**src/rtl/core/dsva_pkg.sv**
```systemverilog
// Shared constants, register map and controller/datapath link types for the
// depth slice averaging block. No dependencies.

package dsva_pkg;

	// Default sizing of the top level.
	localparam int DEF_MAX_SLICES = 32;
	localparam int DEF_MAX_WIDTH  = 1024;
	localparam int DEF_MAX_HEIGHT = 512;

	// Field widths.
	localparam int PIX_W   = 8;
	localparam int IDX_W   = 5;
	localparam int RANGE_W = 12;
	localparam int FRAC_W  = 4;

	// Register widths.
	localparam int LIMIT_W = 8;
	localparam int IMGW_W  = 11;
	localparam int SLW_W   = 11;
	localparam int SLH_W   = 10;
	localparam int SLN_W   = 6;

	// Width used for position compares; covers every register and size limit.
	localparam int CMP_W = 13;

	// Register port.
	localparam int PADDR_W   = 5;
	localparam int PDATA_W   = 32;
	localparam int REG_IDX_W = PADDR_W - 2;

	localparam logic [REG_IDX_W-1:0] REG_RANGE_LIMIT  = 3'd0;
	localparam logic [REG_IDX_W-1:0] REG_IMAGE_WIDTH  = 3'd1;
	localparam logic [REG_IDX_W-1:0] REG_SLICE_WIDTH  = 3'd2;
	localparam logic [REG_IDX_W-1:0] REG_SLICE_HEIGHT = 3'd3;
	localparam logic [REG_IDX_W-1:0] REG_SLICE_COUNT  = 3'd4;

	localparam logic [LIMIT_W-1:0] RST_RANGE_LIMIT  = 8'd255;
	localparam logic [IMGW_W-1:0]  RST_IMAGE_WIDTH  = 11'd320;
	localparam logic [SLW_W-1:0]   RST_SLICE_WIDTH  = 11'd16;
	localparam logic [SLH_W-1:0]   RST_SLICE_HEIGHT = 10'd240;
	localparam logic [SLN_W-1:0]   RST_SLICE_COUNT  = 6'd16;

	// Commands from the controller to the datapath.
	typedef struct packed {
		logic latch_pix;  // take the pixel; clear the frame when it is flagged
		logic rd_pos;     // read the entry of the current slice
		logic acc;        // accumulate the pixel and advance the position
		logic k_clr;      // restart the readout index
		logic rd_k;       // read the entry at the readout index
		logic div_avg;    // load the divider with sum*16 / count
		logic div_pos;    // load the divider with column / slice width
		logic div_step;   // one restoring division step
		logic pos_apply;  // take slice and offset from the divider
		logic out_load;   // load the output register
		logic k_inc;      // next readout index
	} dsva_cmd_t;

	// Status from the datapath to the controller.
	typedef struct packed {
		logic band_done;
		logic band_end;
		logic cnt_zero;
		logic div_done;
		logic last_k;
		logic out_free;
	} dsva_stat_t;

endpackage

```
**src/rtl/core/dsva_pix_if.sv**
```systemverilog
// Pixel stream channel: valid/ready handshake with pixel payload.
// Depends on dsva_pkg.

interface dsva_pix_if;
	import dsva_pkg::*;

	logic             valid;
	logic             ready;
	logic [PIX_W-1:0] pixel;
	logic             frame_start;

	modport source (output valid, output pixel, output frame_start, input ready);
	modport sink (input valid, input pixel, input frame_start, output ready);
endinterface

```
**src/rtl/core/dsva_res_if.sv**
```systemverilog
// Slice result channel: valid/ready handshake with one range per transfer.
// Depends on dsva_pkg.

interface dsva_res_if;
	import dsva_pkg::*;

	logic               valid;
	logic               ready;
	logic [IDX_W-1:0]   slice_index;
	logic [RANGE_W-1:0] range_value;
	logic               no_data;
	logic               last;

	modport source (output valid, output slice_index, output range_value,
		output no_data, output last, input ready);
	modport sink (input valid, input slice_index, input range_value,
		input no_data, input last, output ready);
endinterface

```
**src/rtl/core/depth_slice_valid_average.sv**
```systemverilog
// Pixel handling: each pixel is accepted, its slice entry is read and the entry is written
// back; a pixel after the band is finished and without a frame start is dropped after the
// accept. A new pixel is taken only once the last one is through, as the read-modify-write
// of the slice memory requires. After the last pixel of the band each slice entry is read
// and checked; a slice with hits is divided in 12 divider steps, and every slice result then
// goes to the output register. A slice width write stalls input until slice and offset are
// recomputed. arst_n clears settings to defaults and all counters.
//
// Top level of the depth slice averaging block. Depends on dsva_pkg, dsva_pix_if,
// dsva_res_if, dsva_cfg, dsva_ctrl and dsva_dp.

module depth_slice_valid_average #(
	parameter int MAX_SLICES = dsva_pkg::DEF_MAX_SLICES,
	parameter int MAX_WIDTH  = dsva_pkg::DEF_MAX_WIDTH,
	parameter int MAX_HEIGHT = dsva_pkg::DEF_MAX_HEIGHT
) (
	input  logic                         clk,
	input  logic                         arst_n,
	dsva_pix_if.sink                     pix,
	dsva_res_if.source                   res,
	input  logic                         psel,
	input  logic                         penable,
	input  logic                         pwrite,
	input  logic [dsva_pkg::PADDR_W-1:0] paddr,
	input  logic [dsva_pkg::PDATA_W-1:0] pwdata,
	output logic [dsva_pkg::PDATA_W-1:0] prdata,
	output logic                         pready
);
	import dsva_pkg::*;

	localparam int W_W = $clog2(MAX_WIDTH + 1);
	localparam int H_W = $clog2(MAX_HEIGHT + 1);
	localparam int N_W = $clog2(MAX_SLICES + 1);

	// Settings as the datapath sees them, already saturated to legal ranges.
	logic [LIMIT_W-1:0] limit;
	logic [W_W-1:0]     img_w;
	logic [W_W-1:0]     sl_w;
	logic [H_W-1:0]     sl_h;
	logic [N_W-1:0]     sl_n;

	// A slice width write invalidates the incremental slice/offset counters,
	// so the controller recomputes them from the column before the next pixel.
	logic sw_wr;

	dsva_cmd_t  cmd;
	dsva_stat_t st;

	dsva_cfg #(
		.MAX_SLICES(MAX_SLICES),
		.MAX_WIDTH (MAX_WIDTH),
		.MAX_HEIGHT(MAX_HEIGHT)
	) u_cfg (
		.clk    (clk),
		.arst_n (arst_n),
		.psel   (psel),
		.penable(penable),
		.pwrite (pwrite),
		.paddr  (paddr),
		.pwdata (pwdata),
		.prdata (prdata),
		.pready (pready),
		.limit  (limit),
		.img_w  (img_w),
		.sl_w   (sl_w),
		.sl_h   (sl_h),
		.sl_n   (sl_n),
		.sw_wr  (sw_wr)
	);

	// The controller owns the handshake on the pixel side: a pixel transfer
	// happens only in the idle state, and the pixel is then processed over
	// the following cycles while ready stays low.
	dsva_ctrl u_ctrl (
		.clk      (clk),
		.arst_n   (arst_n),
		.pix_valid(pix.valid),
		.pix_ready(pix.ready),
		.sw_wr    (sw_wr),
		.st       (st),
		.cmd      (cmd)
	);

	// The datapath holds an output register, so a result can wait for its
	// transfer while the next slice is being divided.
	dsva_dp #(
		.MAX_SLICES(MAX_SLICES),
		.MAX_WIDTH (MAX_WIDTH),
		.MAX_HEIGHT(MAX_HEIGHT)
	) u_dp (
		.clk            (clk),
		.arst_n         (arst_n),
		.cmd            (cmd),
		.st             (st),
		.pixel          (pix.pixel),
		.frame_start    (pix.frame_start),
		.limit          (limit),
		.img_w          (img_w),
		.sl_w           (sl_w),
		.sl_h           (sl_h),
		.sl_n           (sl_n),
		.out_ready      (res.ready),
		.out_valid      (res.valid),
		.out_slice_index(res.slice_index),
		.out_range_value(res.range_value),
		.out_no_data    (res.no_data),
		.out_last       (res.last)
	);

endmodule

```
**src/rtl/core/dsva_cfg.sv**
```systemverilog
// APB register file: holds the five settings and presents them clamped.
// Depends on dsva_pkg.

module dsva_cfg #(
	parameter int MAX_SLICES = dsva_pkg::DEF_MAX_SLICES,
	parameter int MAX_WIDTH  = dsva_pkg::DEF_MAX_WIDTH,
	parameter int MAX_HEIGHT = dsva_pkg::DEF_MAX_HEIGHT
) (
	input  logic                         clk,
	input  logic                         arst_n,
	input  logic                         psel,
	input  logic                         penable,
	input  logic                         pwrite,
	input  logic [dsva_pkg::PADDR_W-1:0] paddr,
	input  logic [dsva_pkg::PDATA_W-1:0] pwdata,
	output logic [dsva_pkg::PDATA_W-1:0] prdata,
	output logic                         pready,
	output logic [dsva_pkg::LIMIT_W-1:0] limit,
	output logic [$clog2(MAX_WIDTH+1)-1:0]  img_w,
	output logic [$clog2(MAX_WIDTH+1)-1:0]  sl_w,
	output logic [$clog2(MAX_HEIGHT+1)-1:0] sl_h,
	output logic [$clog2(MAX_SLICES+1)-1:0] sl_n,
	output logic                         sw_wr
);
	import dsva_pkg::*;

	localparam int W_W = $clog2(MAX_WIDTH + 1);
	localparam int H_W = $clog2(MAX_HEIGHT + 1);
	localparam int N_W = $clog2(MAX_SLICES + 1);

	logic [LIMIT_W-1:0]   limit_q;
	logic [IMGW_W-1:0]    imgw_q;
	logic [SLW_W-1:0]     slw_q;
	logic [SLH_W-1:0]     slh_q;
	logic [SLN_W-1:0]     sln_q;
	logic                 wr_en;
	logic [REG_IDX_W-1:0] reg_idx;

	assign pready  = 1'b1;
	assign reg_idx = paddr[PADDR_W-1:2];
	assign wr_en   = psel & penable & pwrite;
	assign sw_wr   = wr_en && (reg_idx == REG_SLICE_WIDTH);

	always_ff @(posedge clk or negedge arst_n) begin
		if (!arst_n) begin
			limit_q <= RST_RANGE_LIMIT;
			imgw_q  <= RST_IMAGE_WIDTH;
			slw_q   <= RST_SLICE_WIDTH;
			slh_q   <= RST_SLICE_HEIGHT;
			sln_q   <= RST_SLICE_COUNT;
		end else if (wr_en) begin
			case (reg_idx)
				REG_RANGE_LIMIT:  limit_q <= pwdata[LIMIT_W-1:0];
				REG_IMAGE_WIDTH:  imgw_q  <= pwdata[IMGW_W-1:0];
				REG_SLICE_WIDTH:  slw_q   <= pwdata[SLW_W-1:0];
				REG_SLICE_HEIGHT: slh_q   <= pwdata[SLH_W-1:0];
				REG_SLICE_COUNT:  sln_q   <= pwdata[SLN_W-1:0];
				default: ;
			endcase
		end
	end

	always_comb begin
		case (reg_idx)
			REG_RANGE_LIMIT:  prdata = PDATA_W'(limit_q);
			REG_IMAGE_WIDTH:  prdata = PDATA_W'(imgw_q);
			REG_SLICE_WIDTH:  prdata = PDATA_W'(slw_q);
			REG_SLICE_HEIGHT: prdata = PDATA_W'(slh_q);
			REG_SLICE_COUNT:  prdata = PDATA_W'(sln_q);
			default:          prdata = '0;
		endcase
	end

	// Out-of-range settings saturate into their legal range.
	always_comb begin
		limit = limit_q;
		if (imgw_q == '0)
			img_w = W_W'(1);
		else if (32'(imgw_q) > MAX_WIDTH)
			img_w = W_W'(MAX_WIDTH);
		else
			img_w = W_W'(imgw_q);
		if (slw_q == '0)
			sl_w = W_W'(1);
		else if (32'(slw_q) > MAX_WIDTH)
			sl_w = W_W'(MAX_WIDTH);
		else
			sl_w = W_W'(slw_q);
		if (slh_q == '0)
			sl_h = H_W'(1);
		else if (32'(slh_q) > MAX_HEIGHT)
			sl_h = H_W'(MAX_HEIGHT);
		else
			sl_h = H_W'(slh_q);
		if (sln_q == '0)
			sl_n = N_W'(1);
		else if (32'(sln_q) > MAX_SLICES)
			sl_n = N_W'(MAX_SLICES);
		else
			sl_n = N_W'(sln_q);
	end

endmodule

```
**src/rtl/core/dsva_ctrl.sv**
```systemverilog
// Controller state machine: sequences pixel accumulation, band readout and
// slice position recomputation. Depends on dsva_pkg.

module dsva_ctrl (
	input  logic                 clk,
	input  logic                 arst_n,
	input  logic                 pix_valid,
	output logic                 pix_ready,
	input  logic                 sw_wr,
	input  dsva_pkg::dsva_stat_t st,
	output dsva_pkg::dsva_cmd_t  cmd
);
	import dsva_pkg::*;

	localparam logic [2:0] S_IDLE = 3'd0;
	localparam logic [2:0] S_RD   = 3'd1;
	localparam logic [2:0] S_WR   = 3'd2;
	localparam logic [2:0] S_KRD  = 3'd3;
	localparam logic [2:0] S_KCHK = 3'd4;
	localparam logic [2:0] S_DIV  = 3'd5;
	localparam logic [2:0] S_OUT  = 3'd6;
	localparam logic [2:0] S_RDIV = 3'd7;

	logic [2:0] state_q;
	logic [2:0] state_d;
	logic       rsync_q;

	assign pix_ready = (state_q == S_IDLE) && !rsync_q;

	always_ff @(posedge clk or negedge arst_n) begin
		if (!arst_n) begin
			state_q <= S_IDLE;
			rsync_q <= 1'b0;
		end else begin
			state_q <= state_d;
			if (sw_wr)
				rsync_q <= 1'b1;
			else if (cmd.pos_apply)
				rsync_q <= 1'b0;
		end
	end

	always_comb begin
		cmd     = '0;
		state_d = state_q;
		case (state_q)
			S_IDLE: begin
				if (rsync_q) begin
					cmd.div_pos = 1'b1;
					state_d     = S_RDIV;
				end else if (pix_valid) begin
					cmd.latch_pix = 1'b1;
					state_d       = S_RD;
				end
			end
			S_RD: begin
				if (st.band_done) begin
					state_d = S_IDLE;
				end else begin
					cmd.rd_pos = 1'b1;
					state_d    = S_WR;
				end
			end
			S_WR: begin
				cmd.acc = 1'b1;
				if (st.band_end) begin
					cmd.k_clr = 1'b1;
					state_d   = S_KRD;
				end else begin
					state_d = S_IDLE;
				end
			end
			S_KRD: begin
				cmd.rd_k = 1'b1;
				state_d  = S_KCHK;
			end
			S_KCHK: begin
				if (st.cnt_zero) begin
					state_d = S_OUT;
				end else begin
					cmd.div_avg = 1'b1;
					state_d     = S_DIV;
				end
			end
			S_DIV: begin
				if (st.div_done)
					state_d = S_OUT;
				else
					cmd.div_step = 1'b1;
			end
			S_OUT: begin
				if (st.out_free) begin
					cmd.out_load = 1'b1;
					if (st.last_k) begin
						state_d = S_IDLE;
					end else begin
						cmd.k_inc = 1'b1;
						state_d   = S_KRD;
					end
				end
			end
			S_RDIV: begin
				if (st.div_done) begin
					cmd.pos_apply = 1'b1;
					state_d       = S_IDLE;
				end else begin
					cmd.div_step = 1'b1;
				end
			end
			default: state_d = S_IDLE;
		endcase
	end

endmodule

```
**src/rtl/core/dsva_dp.sv**
```systemverilog
// Datapath: position counters, per-slice sum/count memory, shared restoring
// divider and output register. Depends on dsva_pkg.

module dsva_dp #(
	parameter int MAX_SLICES = dsva_pkg::DEF_MAX_SLICES,
	parameter int MAX_WIDTH  = dsva_pkg::DEF_MAX_WIDTH,
	parameter int MAX_HEIGHT = dsva_pkg::DEF_MAX_HEIGHT
) (
	input  logic                            clk,
	input  logic                            arst_n,
	input  dsva_pkg::dsva_cmd_t             cmd,
	output dsva_pkg::dsva_stat_t            st,
	input  logic [dsva_pkg::PIX_W-1:0]      pixel,
	input  logic                            frame_start,
	input  logic [dsva_pkg::LIMIT_W-1:0]    limit,
	input  logic [$clog2(MAX_WIDTH+1)-1:0]  img_w,
	input  logic [$clog2(MAX_WIDTH+1)-1:0]  sl_w,
	input  logic [$clog2(MAX_HEIGHT+1)-1:0] sl_h,
	input  logic [$clog2(MAX_SLICES+1)-1:0] sl_n,
	input  logic                            out_ready,
	output logic                            out_valid,
	output logic [dsva_pkg::IDX_W-1:0]      out_slice_index,
	output logic [dsva_pkg::RANGE_W-1:0]    out_range_value,
	output logic                            out_no_data,
	output logic                            out_last
);
	import dsva_pkg::*;

	localparam int W_W     = $clog2(MAX_WIDTH + 1);
	localparam int COL_W   = $clog2(MAX_WIDTH);
	localparam int ROW_W   = $clog2(MAX_HEIGHT);
	localparam int SLICE_W = (MAX_SLICES > 1) ? $clog2(MAX_SLICES) : 1;
	localparam int CNT_W   = $clog2(MAX_WIDTH * MAX_HEIGHT + 1);
	localparam int SUM_W   = CNT_W + PIX_W;
	localparam int ENT_W   = SUM_W + CNT_W;
	localparam int DVD_W   = (COL_W > RANGE_W) ? COL_W : RANGE_W;
	localparam int REM_W   = (CNT_W > W_W) ? CNT_W : W_W;
	localparam int STEP_W  = $clog2(DVD_W + 1);
	localparam int SHR     = RANGE_W - FRAC_W;

	// Position and frame state.
	logic [COL_W-1:0]   col_q;
	logic [ROW_W-1:0]   row_q;
	logic [COL_W-1:0]   slc_q;
	logic [COL_W-1:0]   off_q;
	logic               band_done_q;
	logic [PIX_W-1:0]   pix_q;
	logic [SLICE_W-1:0] k_q;

	// Slice accumulators; an entry without its valid bit reads as zero.
	logic [ENT_W-1:0]      acc_mem [MAX_SLICES];
	logic [MAX_SLICES-1:0] vld_q;
	logic [ENT_W-1:0]      rd_ent_q;
	logic                  rd_vld_q;

	// Divider.
	logic [REM_W-1:0]  rem_q;
	logic [REM_W-1:0]  dvs_q;
	logic [DVD_W-1:0]  dvd_q;
	logic [DVD_W-1:0]  quo_q;
	logic [STEP_W-1:0] step_q;

	// Output register.
	logic               out_valid_q;
	logic [IDX_W-1:0]   out_idx_q;
	logic [RANGE_W-1:0] out_range_q;
	logic               out_nd_q;
	logic               out_last_q;

	logic [ENT_W-1:0]   ent;
	logic [SUM_W-1:0]   ent_sum;
	logic [CNT_W-1:0]   ent_cnt;
	logic [SLICE_W-1:0] mem_idx;
	logic [SLICE_W-1:0] rd_addr;
	logic [COL_W:0]     col_inc;
	logic               row_end;
	logic               row_last;
	logic               off_wrap;
	logic               hit;
	logic [REM_W:0]     div_r2;
	logic [REM_W:0]     div_diff;
	logic               div_ge;

	assign ent     = rd_vld_q ? rd_ent_q : '0;
	assign ent_sum = ent[ENT_W-1:CNT_W];
	assign ent_cnt = ent[CNT_W-1:0];
	assign mem_idx = SLICE_W'(slc_q);
	assign rd_addr = cmd.rd_k ? k_q : mem_idx;

	assign col_inc  = {1'b0, col_q} + (COL_W + 1)'(1);
	assign row_end  = CMP_W'(col_inc) >= CMP_W'(img_w);
	assign row_last = (CMP_W'(row_q) + CMP_W'(1)) >= CMP_W'(sl_h);
	assign off_wrap = (CMP_W'(off_q) + CMP_W'(1)) >= CMP_W'(sl_w);
	assign hit      = (CMP_W'(slc_q) < CMP_W'(sl_n)) && (pix_q != '0) && (pix_q < limit);

	assign div_r2   = {rem_q, dvd_q[DVD_W-1]};
	assign div_diff = div_r2 - {1'b0, dvs_q};
	assign div_ge   = div_r2 >= {1'b0, dvs_q};

	always_comb begin
		st.band_done = band_done_q;
		st.band_end  = row_end && row_last;
		st.cnt_zero  = ent_cnt == '0;
		st.div_done  = step_q == '0;
		st.last_k    = (CMP_W'(k_q) + CMP_W'(1)) == CMP_W'(sl_n);
		st.out_free  = !out_valid_q || out_ready;
	end

	always_ff @(posedge clk or negedge arst_n) begin
		if (!arst_n) begin
			col_q       <= '0;
			row_q       <= '0;
			slc_q       <= '0;
			off_q       <= '0;
			band_done_q <= 1'b0;
			vld_q       <= '0;
			k_q         <= '0;
		end else begin
			if (cmd.latch_pix && frame_start) begin
				col_q       <= '0;
				row_q       <= '0;
				slc_q       <= '0;
				off_q       <= '0;
				band_done_q <= 1'b0;
				vld_q       <= '0;
			end
			if (cmd.acc) begin
				if (hit)
					vld_q[mem_idx] <= 1'b1;
				if (!row_end) begin
					col_q <= col_inc[COL_W-1:0];
					if (off_wrap) begin
						off_q <= '0;
						slc_q <= slc_q + COL_W'(1);
					end else begin
						off_q <= off_q + COL_W'(1);
					end
				end else begin
					col_q <= '0;
					off_q <= '0;
					slc_q <= '0;
					if (row_last)
						band_done_q <= 1'b1;
					else
						row_q <= row_q + ROW_W'(1);
				end
			end
			if (cmd.pos_apply) begin
				slc_q <= quo_q[COL_W-1:0];
				off_q <= rem_q[COL_W-1:0];
			end
			if (cmd.k_clr)
				k_q <= '0;
			else if (cmd.k_inc)
				k_q <= k_q + SLICE_W'(1);
		end
	end

	always_ff @(posedge clk) begin
		if (cmd.latch_pix)
			pix_q <= pixel;
		if (cmd.acc && hit)
			acc_mem[mem_idx] <= {ent_sum + SUM_W'(pix_q), ent_cnt + CNT_W'(1)};
		if (cmd.rd_pos || cmd.rd_k) begin
			rd_ent_q <= acc_mem[rd_addr];
			rd_vld_q <= vld_q[rd_addr];
		end
	end

	// Restoring divider. For an average the quotient is known to fit in
	// RANGE_W bits, so the upper dividend bits preload the remainder.
	always_ff @(posedge clk or negedge arst_n) begin
		if (!arst_n) begin
			step_q <= '0;
		end else if (cmd.div_avg || cmd.div_pos) begin
			step_q <= cmd.div_avg ? STEP_W'(RANGE_W) : STEP_W'(COL_W);
		end else if (cmd.div_step) begin
			step_q <= step_q - STEP_W'(1);
		end
	end

	always_ff @(posedge clk) begin
		if (cmd.div_avg) begin
			rem_q <= REM_W'(ent_sum >> SHR);
			dvs_q <= REM_W'(ent_cnt);
			dvd_q <= DVD_W'(RANGE_W'({ent_sum, {FRAC_W{1'b0}}})) << (DVD_W - RANGE_W);
			quo_q <= '0;
		end else if (cmd.div_pos) begin
			rem_q <= '0;
			dvs_q <= REM_W'(sl_w);
			dvd_q <= DVD_W'(col_q) << (DVD_W - COL_W);
			quo_q <= '0;
		end else if (cmd.div_step) begin
			rem_q <= div_ge ? div_diff[REM_W-1:0] : div_r2[REM_W-1:0];
			dvd_q <= dvd_q << 1;
			quo_q <= {quo_q[DVD_W-2:0], div_ge};
		end
	end

	always_ff @(posedge clk or negedge arst_n) begin
		if (!arst_n)
			out_valid_q <= 1'b0;
		else if (cmd.out_load)
			out_valid_q <= 1'b1;
		else if (out_ready)
			out_valid_q <= 1'b0;
	end

	always_ff @(posedge clk) begin
		if (cmd.out_load) begin
			out_idx_q   <= IDX_W'(k_q);
			out_range_q <= st.cnt_zero ? '0 : quo_q[RANGE_W-1:0];
			out_nd_q    <= st.cnt_zero;
			out_last_q  <= st.last_k;
		end
	end

	assign out_valid       = out_valid_q;
	assign out_slice_index = out_idx_q;
	assign out_range_value = out_range_q;
	assign out_no_data     = out_nd_q;
	assign out_last        = out_last_q;

endmodule

```
**src/flat_wrapper.sv**
```systemverilog
// flat-port wrapper written by rule: the top's interface ports become plain ports
module depth_slice_valid_average_flat import dsva_pkg::*;
#(
	parameter int MAX_SLICES = dsva_pkg::DEF_MAX_SLICES,
	parameter int MAX_WIDTH  = dsva_pkg::DEF_MAX_WIDTH,
	parameter int MAX_HEIGHT = dsva_pkg::DEF_MAX_HEIGHT
)
  (clk, arst_n, psel, penable, pwrite, paddr, pwdata, prdata, pready, pix_valid, pix_pixel, pix_frame_start, pix_ready, res_valid, res_slice_index, res_range_value, res_no_data, res_last, res_ready);
  dsva_pix_if pix_i ();
  dsva_res_if res_i ();
  input  logic clk;
  input  logic arst_n;
  input  logic psel;
  input  logic penable;
  input  logic pwrite;
  input  logic [dsva_pkg::PADDR_W-1:0] paddr;
  input  logic [dsva_pkg::PDATA_W-1:0] pwdata;
  output logic [dsva_pkg::PDATA_W-1:0] prdata;
  output logic pready;
  input wire logic [$bits(pix_i.valid)-1:0] pix_valid;
  input wire logic [$bits(pix_i.pixel)-1:0] pix_pixel;
  input wire logic [$bits(pix_i.frame_start)-1:0] pix_frame_start;
  output wire logic [$bits(pix_i.ready)-1:0] pix_ready;
  output wire logic [$bits(res_i.valid)-1:0] res_valid;
  output wire logic [$bits(res_i.slice_index)-1:0] res_slice_index;
  output wire logic [$bits(res_i.range_value)-1:0] res_range_value;
  output wire logic [$bits(res_i.no_data)-1:0] res_no_data;
  output wire logic [$bits(res_i.last)-1:0] res_last;
  input wire logic [$bits(res_i.ready)-1:0] res_ready;
  assign pix_i.valid = pix_valid;
  assign pix_i.pixel = pix_pixel;
  assign pix_i.frame_start = pix_frame_start;
  assign pix_ready = pix_i.ready;
  assign res_valid = res_i.valid;
  assign res_slice_index = res_i.slice_index;
  assign res_range_value = res_i.range_value;
  assign res_no_data = res_i.no_data;
  assign res_last = res_i.last;
  assign res_i.ready = res_ready;
  depth_slice_valid_average #(.MAX_SLICES(MAX_SLICES), .MAX_WIDTH(MAX_WIDTH), .MAX_HEIGHT(MAX_HEIGHT)) u_core (.clk(clk), .arst_n(arst_n), .pix(pix_i), .res(res_i), .psel(psel), .penable(penable), .pwrite(pwrite), .paddr(paddr), .pwdata(pwdata), .prdata(prdata), .pready(pready));
endmodule
```
**config.mk**
```make
export PLATFORM = sky130hd
export DESIGN_NAME = depth_slice_valid_average_flat
export DESIGN_NICKNAME = d
export VERILOG_FILES = /design/src/rtl/core/dsva_pkg.sv /design/src/rtl/core/dsva_pix_if.sv /design/src/rtl/core/dsva_res_if.sv /design/src/rtl/core/depth_slice_valid_average.sv /design/src/rtl/core/dsva_cfg.sv /design/src/rtl/core/dsva_ctrl.sv /design/src/rtl/core/dsva_dp.sv /design/src/flat_wrapper.sv
export SDC_FILE = /design/constraint.sdc
export NUM_CORES = 2
export LEC_CHECK = 0
export BUFFER_PORTS_ARGS = -buffer_cell sky130_fd_sc_hd__buf_2
export CAP_MARGIN = 25
export CORE_MARGIN = 3
export CORE_UTILIZATION = 68
export DETAILED_ROUTE_END_ITERATION = 7
export PLACE_DENSITY = 0.85
export SYNTH_ARGS = -nofsm -noshare
export SYNTH_HDL_FRONTEND = slang
export SYNTH_SLANG_ARGS = --single-unit
```
**constraint.sdc**
```tcl
create_clock -name clk -period 12.7 [get_ports clk]
set_input_delay 1.27 -clock clk [delete_from_list [all_inputs] [get_ports clk]]
set_output_delay 1.27 -clock clk [all_outputs]
set_load 0.05 [all_outputs]
```
==> reports/results.ini <==
[sta]
drv_slew = 0
clock_skew_ns = 0.0421
finalHoldViolCount = 0
rsz0062_at_grt = no
tns_ns = 0
fmax_mhz = 184
fin_crit_sh_pct = 42.9
maxSlewHeadroom_pct = 20.4
fin_crit_ns = 5.45
setup_viol_count_final = 0
tightest_slew_ns = 1.19

[cells_and_area]
register_area_um2 = 53500
fillers = 5877
fin_nets = 5753
stdcell_count = 7237
drive_above_1_share_pct = 10.4
syn_to_final_growth_pct = 10.3
multi_input_area_um2 = 20400

[detailed_routing]
vias_per_cell = 7.02
vias = 50802
drt-pass1-iter-count = 8
drtAntennaViolNets = 0
drtIter0Drc = 8724
wire_per_inst_um = 29.2
drc_errors = 2
routed_wl_mm = 211

[yosys]
async_flop_share_pct = 7.31
synth-edff-count = 1660
yosysTopAreaCell = edfxtp_1
netlist_area_um2 = 75400
ys_types = 87
yosys-top-cells-area = edfxtp_1 (66%), nand2_1 (6.9%), dfrtp_1 (3.9%), mux2i_1 (3.0%), a32oi_1 (2.4%)
synth_most_common_cell = edfxtp_1
synth-seq-area-share_pct = 70.9
synth_top_area_share_pct = 66.1
synth_seq_cells = 1806
avgSynthCellArea_um2 = 13.5
yosys-top-cells-count = edfxtp_1 (1660), nand2_1 (1384), mux2i_1 (228)
synthFlopType = edfxtp_1
yosysWarnings = 0
synth_cells = 5589

[floorplanning]
chipWidth_um = 339
die_h_um = 339
start_util_pct = 68.9
pin_count = 107
fp-row-count = 121
core_area_um2 = 109000
die_area_um2 = 115000

[clocking]
root_buffer = clkbuf_16
clock_latency_ns = 0.82
cts-htree-levels = 4
post_cts_resized = 0
clk_path_buf_depth = 3
cts_buffers = 172
cts_setup_buffers = 0
cts_hold_buf = 0
cts.clk_slew.worst_paths_ns = 0.06
cts_sinks = 1806
cts_tree = yes

[worst_setup_path]
cp.arrival_ns = 6.08
startpoint_type = flop
critPathRequiredTime_ns = 13.33
critical_path_peak_fanout = 191
crit_type = reg -> reg
end_kind = flop

[run]
cap_violations = 0

[global_route]
use_met2_pct = 55.1
grt_pass1_wl_mm = 306
grt_max_degree = 192
grt_busiest_layer = met2
grt_overflow = 0
track_usage_pct = 36.0
antenna_found_initial = 7
met1_usage_pct = 46.2
grt_pass1_vias = 49178
met3_usage_pct = 9.70

[placement]
dp_hpwl_mm = 105
io_buffer_count = 61
placed_cells = 6898
place_congestion = 0.924

[power]
ir_drop_uv = 244
leakage_nw = 29.1
p_per_area_nw_per_um2 = 234

[outcome]
outcome = finished with violations
violations = DRC

[hold_path]
worstHoldPathType = in -> async

## logic make-up after synthesis
kind of cell               share of synthesized area, %
buffers and inverters                              2.76
xor gates and xnor gates                          0.954
DFF                                                70.9
and+or+nand+nor                                    12.3
adders and majority gates                          1.43
muxes                                              3.97
AOI/OAI and AO/OA                                  7.71
other                                           0.00996
## report_power, final
| group | total (mW) | internal [mW] | switching, mW |
|---|---|---|---|
| Clock | 5.07 | 2.86 | 2.21 |
| Sequential | 8.37 | 7.93 | 0.437 |
| Combinational | 6.03 | 1.81 | 4.21 |
## placed cells by master, fill, tap and decap left out, types with 12 or more instances in the layout
master	instances
clkinv_2	28
inv_1	57
nand4_1	65
nor2_4	35
a32oi_1	203
or3_1	12
clkbuf_16	174
dfxtp_1	14
and2_1	40
nor3_1	17
bufinv_16	15
buf_8	15
clkinv_1	36
a211oi_1	46
nor2b_1	14
a311oi_1	49
mux2i_1	225
nand2b_1	22
a31oi_1	153
nand2_1	1382
clkbuf_1	44
conb_1	22
nor2_1	87
dfstp_2	16
a21o_1	21
edfxtp_1	1660
o22ai_1	61
a22o_1	15
nand3_1	205
buf_2	60
xor2_1	29
mux2_2	53
xnor2_1	35
and3_1	172
ha_1	83
nor4_1	20
o21ai_0	104
buf_4	101
a21oi_1	54
dfrtp_1	116
## final timing paths
path / from / endpoint / slack, ns / cells after the start
worst max register to register: u_core.u_ctrl.state_q[2]$_DFFE_PN0P_ / u_core.u_dp.rd_ent_q[11]$_DFFE_PP_ / 7.25 / 10
worst min register to register: u_core.u_dp.quo_q[10]$_SDFFE_PP0P_ / u_core.u_dp.quo_q[11]$_SDFFE_PP0P_ / 0.47 / 2
max in group asynchronous: arst_n / u_core.u_dp.vld_q[6]$_DFF_PN0_ / 11.06 / 3
min in group clk: u_core.u_dp.quo_q[10]$_SDFFE_PP0P_ / u_core.u_dp.quo_q[11]$_SDFFE_PP0P_ / 0.47 / 2
worst min-delay path: arst_n / u_core.u_dp.step_q[1]$_DFFE_PN0P_ / 0.31 / 1
worst max-delay path: u_core.u_ctrl.state_q[2]$_DFFE_PN0P_ / u_core.u_dp.rd_ent_q[11]$_DFFE_PP_ / 7.25 / 10
## sequential cells by signal, summed over array words and instances, names as in the netlist, 9 cells and up
signal                       count
u_core.u_dp.acc_mem           1536
u_core.u_dp.rd_ent_q            48
u_core.u_dp.vld_q               32
u_core.u_dp.dvs_q               20
u_core.u_dp.rem_q               20
u_core.u_dp.out_range_value     12
u_core.u_dp.quo_q               12
u_core.u_cfg.imgw_q             11
u_core.u_cfg.slw_q              11
u_core.u_cfg.slh_q              10
u_core.u_dp.col_q               10
u_core.u_dp.dvd_q               10
u_core.u_dp.off_q               10
u_core.u_dp.slc_q               10
u_core.u_dp.row_q                9
## layout make-up
class | instances | share of cell area (%)
inverter | 59 | 0.266
antenna | 2 | 0.00602
tap | 1476 | 2.22
timing repair buffer | 193 | 2.01
clock inverter | 96 | 1.13
sequential | 1806 | 64.3
clock buffer | 222 | 5.50
multi-input combinational | 3383 | 24.6
## through the flow
step	power (mW)	area, um2	util (%)	worst slack (ns)	hold WS, ns
after floorplan	12.3	75500	-	7.81	0.423
after global placement	13.8	77100	70.4	7.47	0.441
after detailed placement	14.2	77300	70.6	7.34	0.448
after CTS	19.2	82800	75.6	7.29	0.463
after global routing	20.1	83100	75.9	6.93	0.290
final	19.5	83100	76.0	7.25	0.310
## routing by layer
layer	wire [um]	up-vias	part of all wire (%)
li1	-	20985	-
met1	68300	24336	32
met2	96900	4494	46
met3	31300	979	15
met4	14400	8	6.8
met5	49	-	0.023
## worst max-delay path, stage by stage, from the launching register on
cell      delay [ns]
dfrtp_1         0.61
nand3b_4        0.46
mux2_8          0.70
buf_12          0.74
buf_4           0.84
buf_4           0.79
nand2_1         0.13
and3_1          0.21
a311oi_1        0.30
a31oi_1         0.08
a211oi_1        0.27
(Power assumes the default switching activity.)
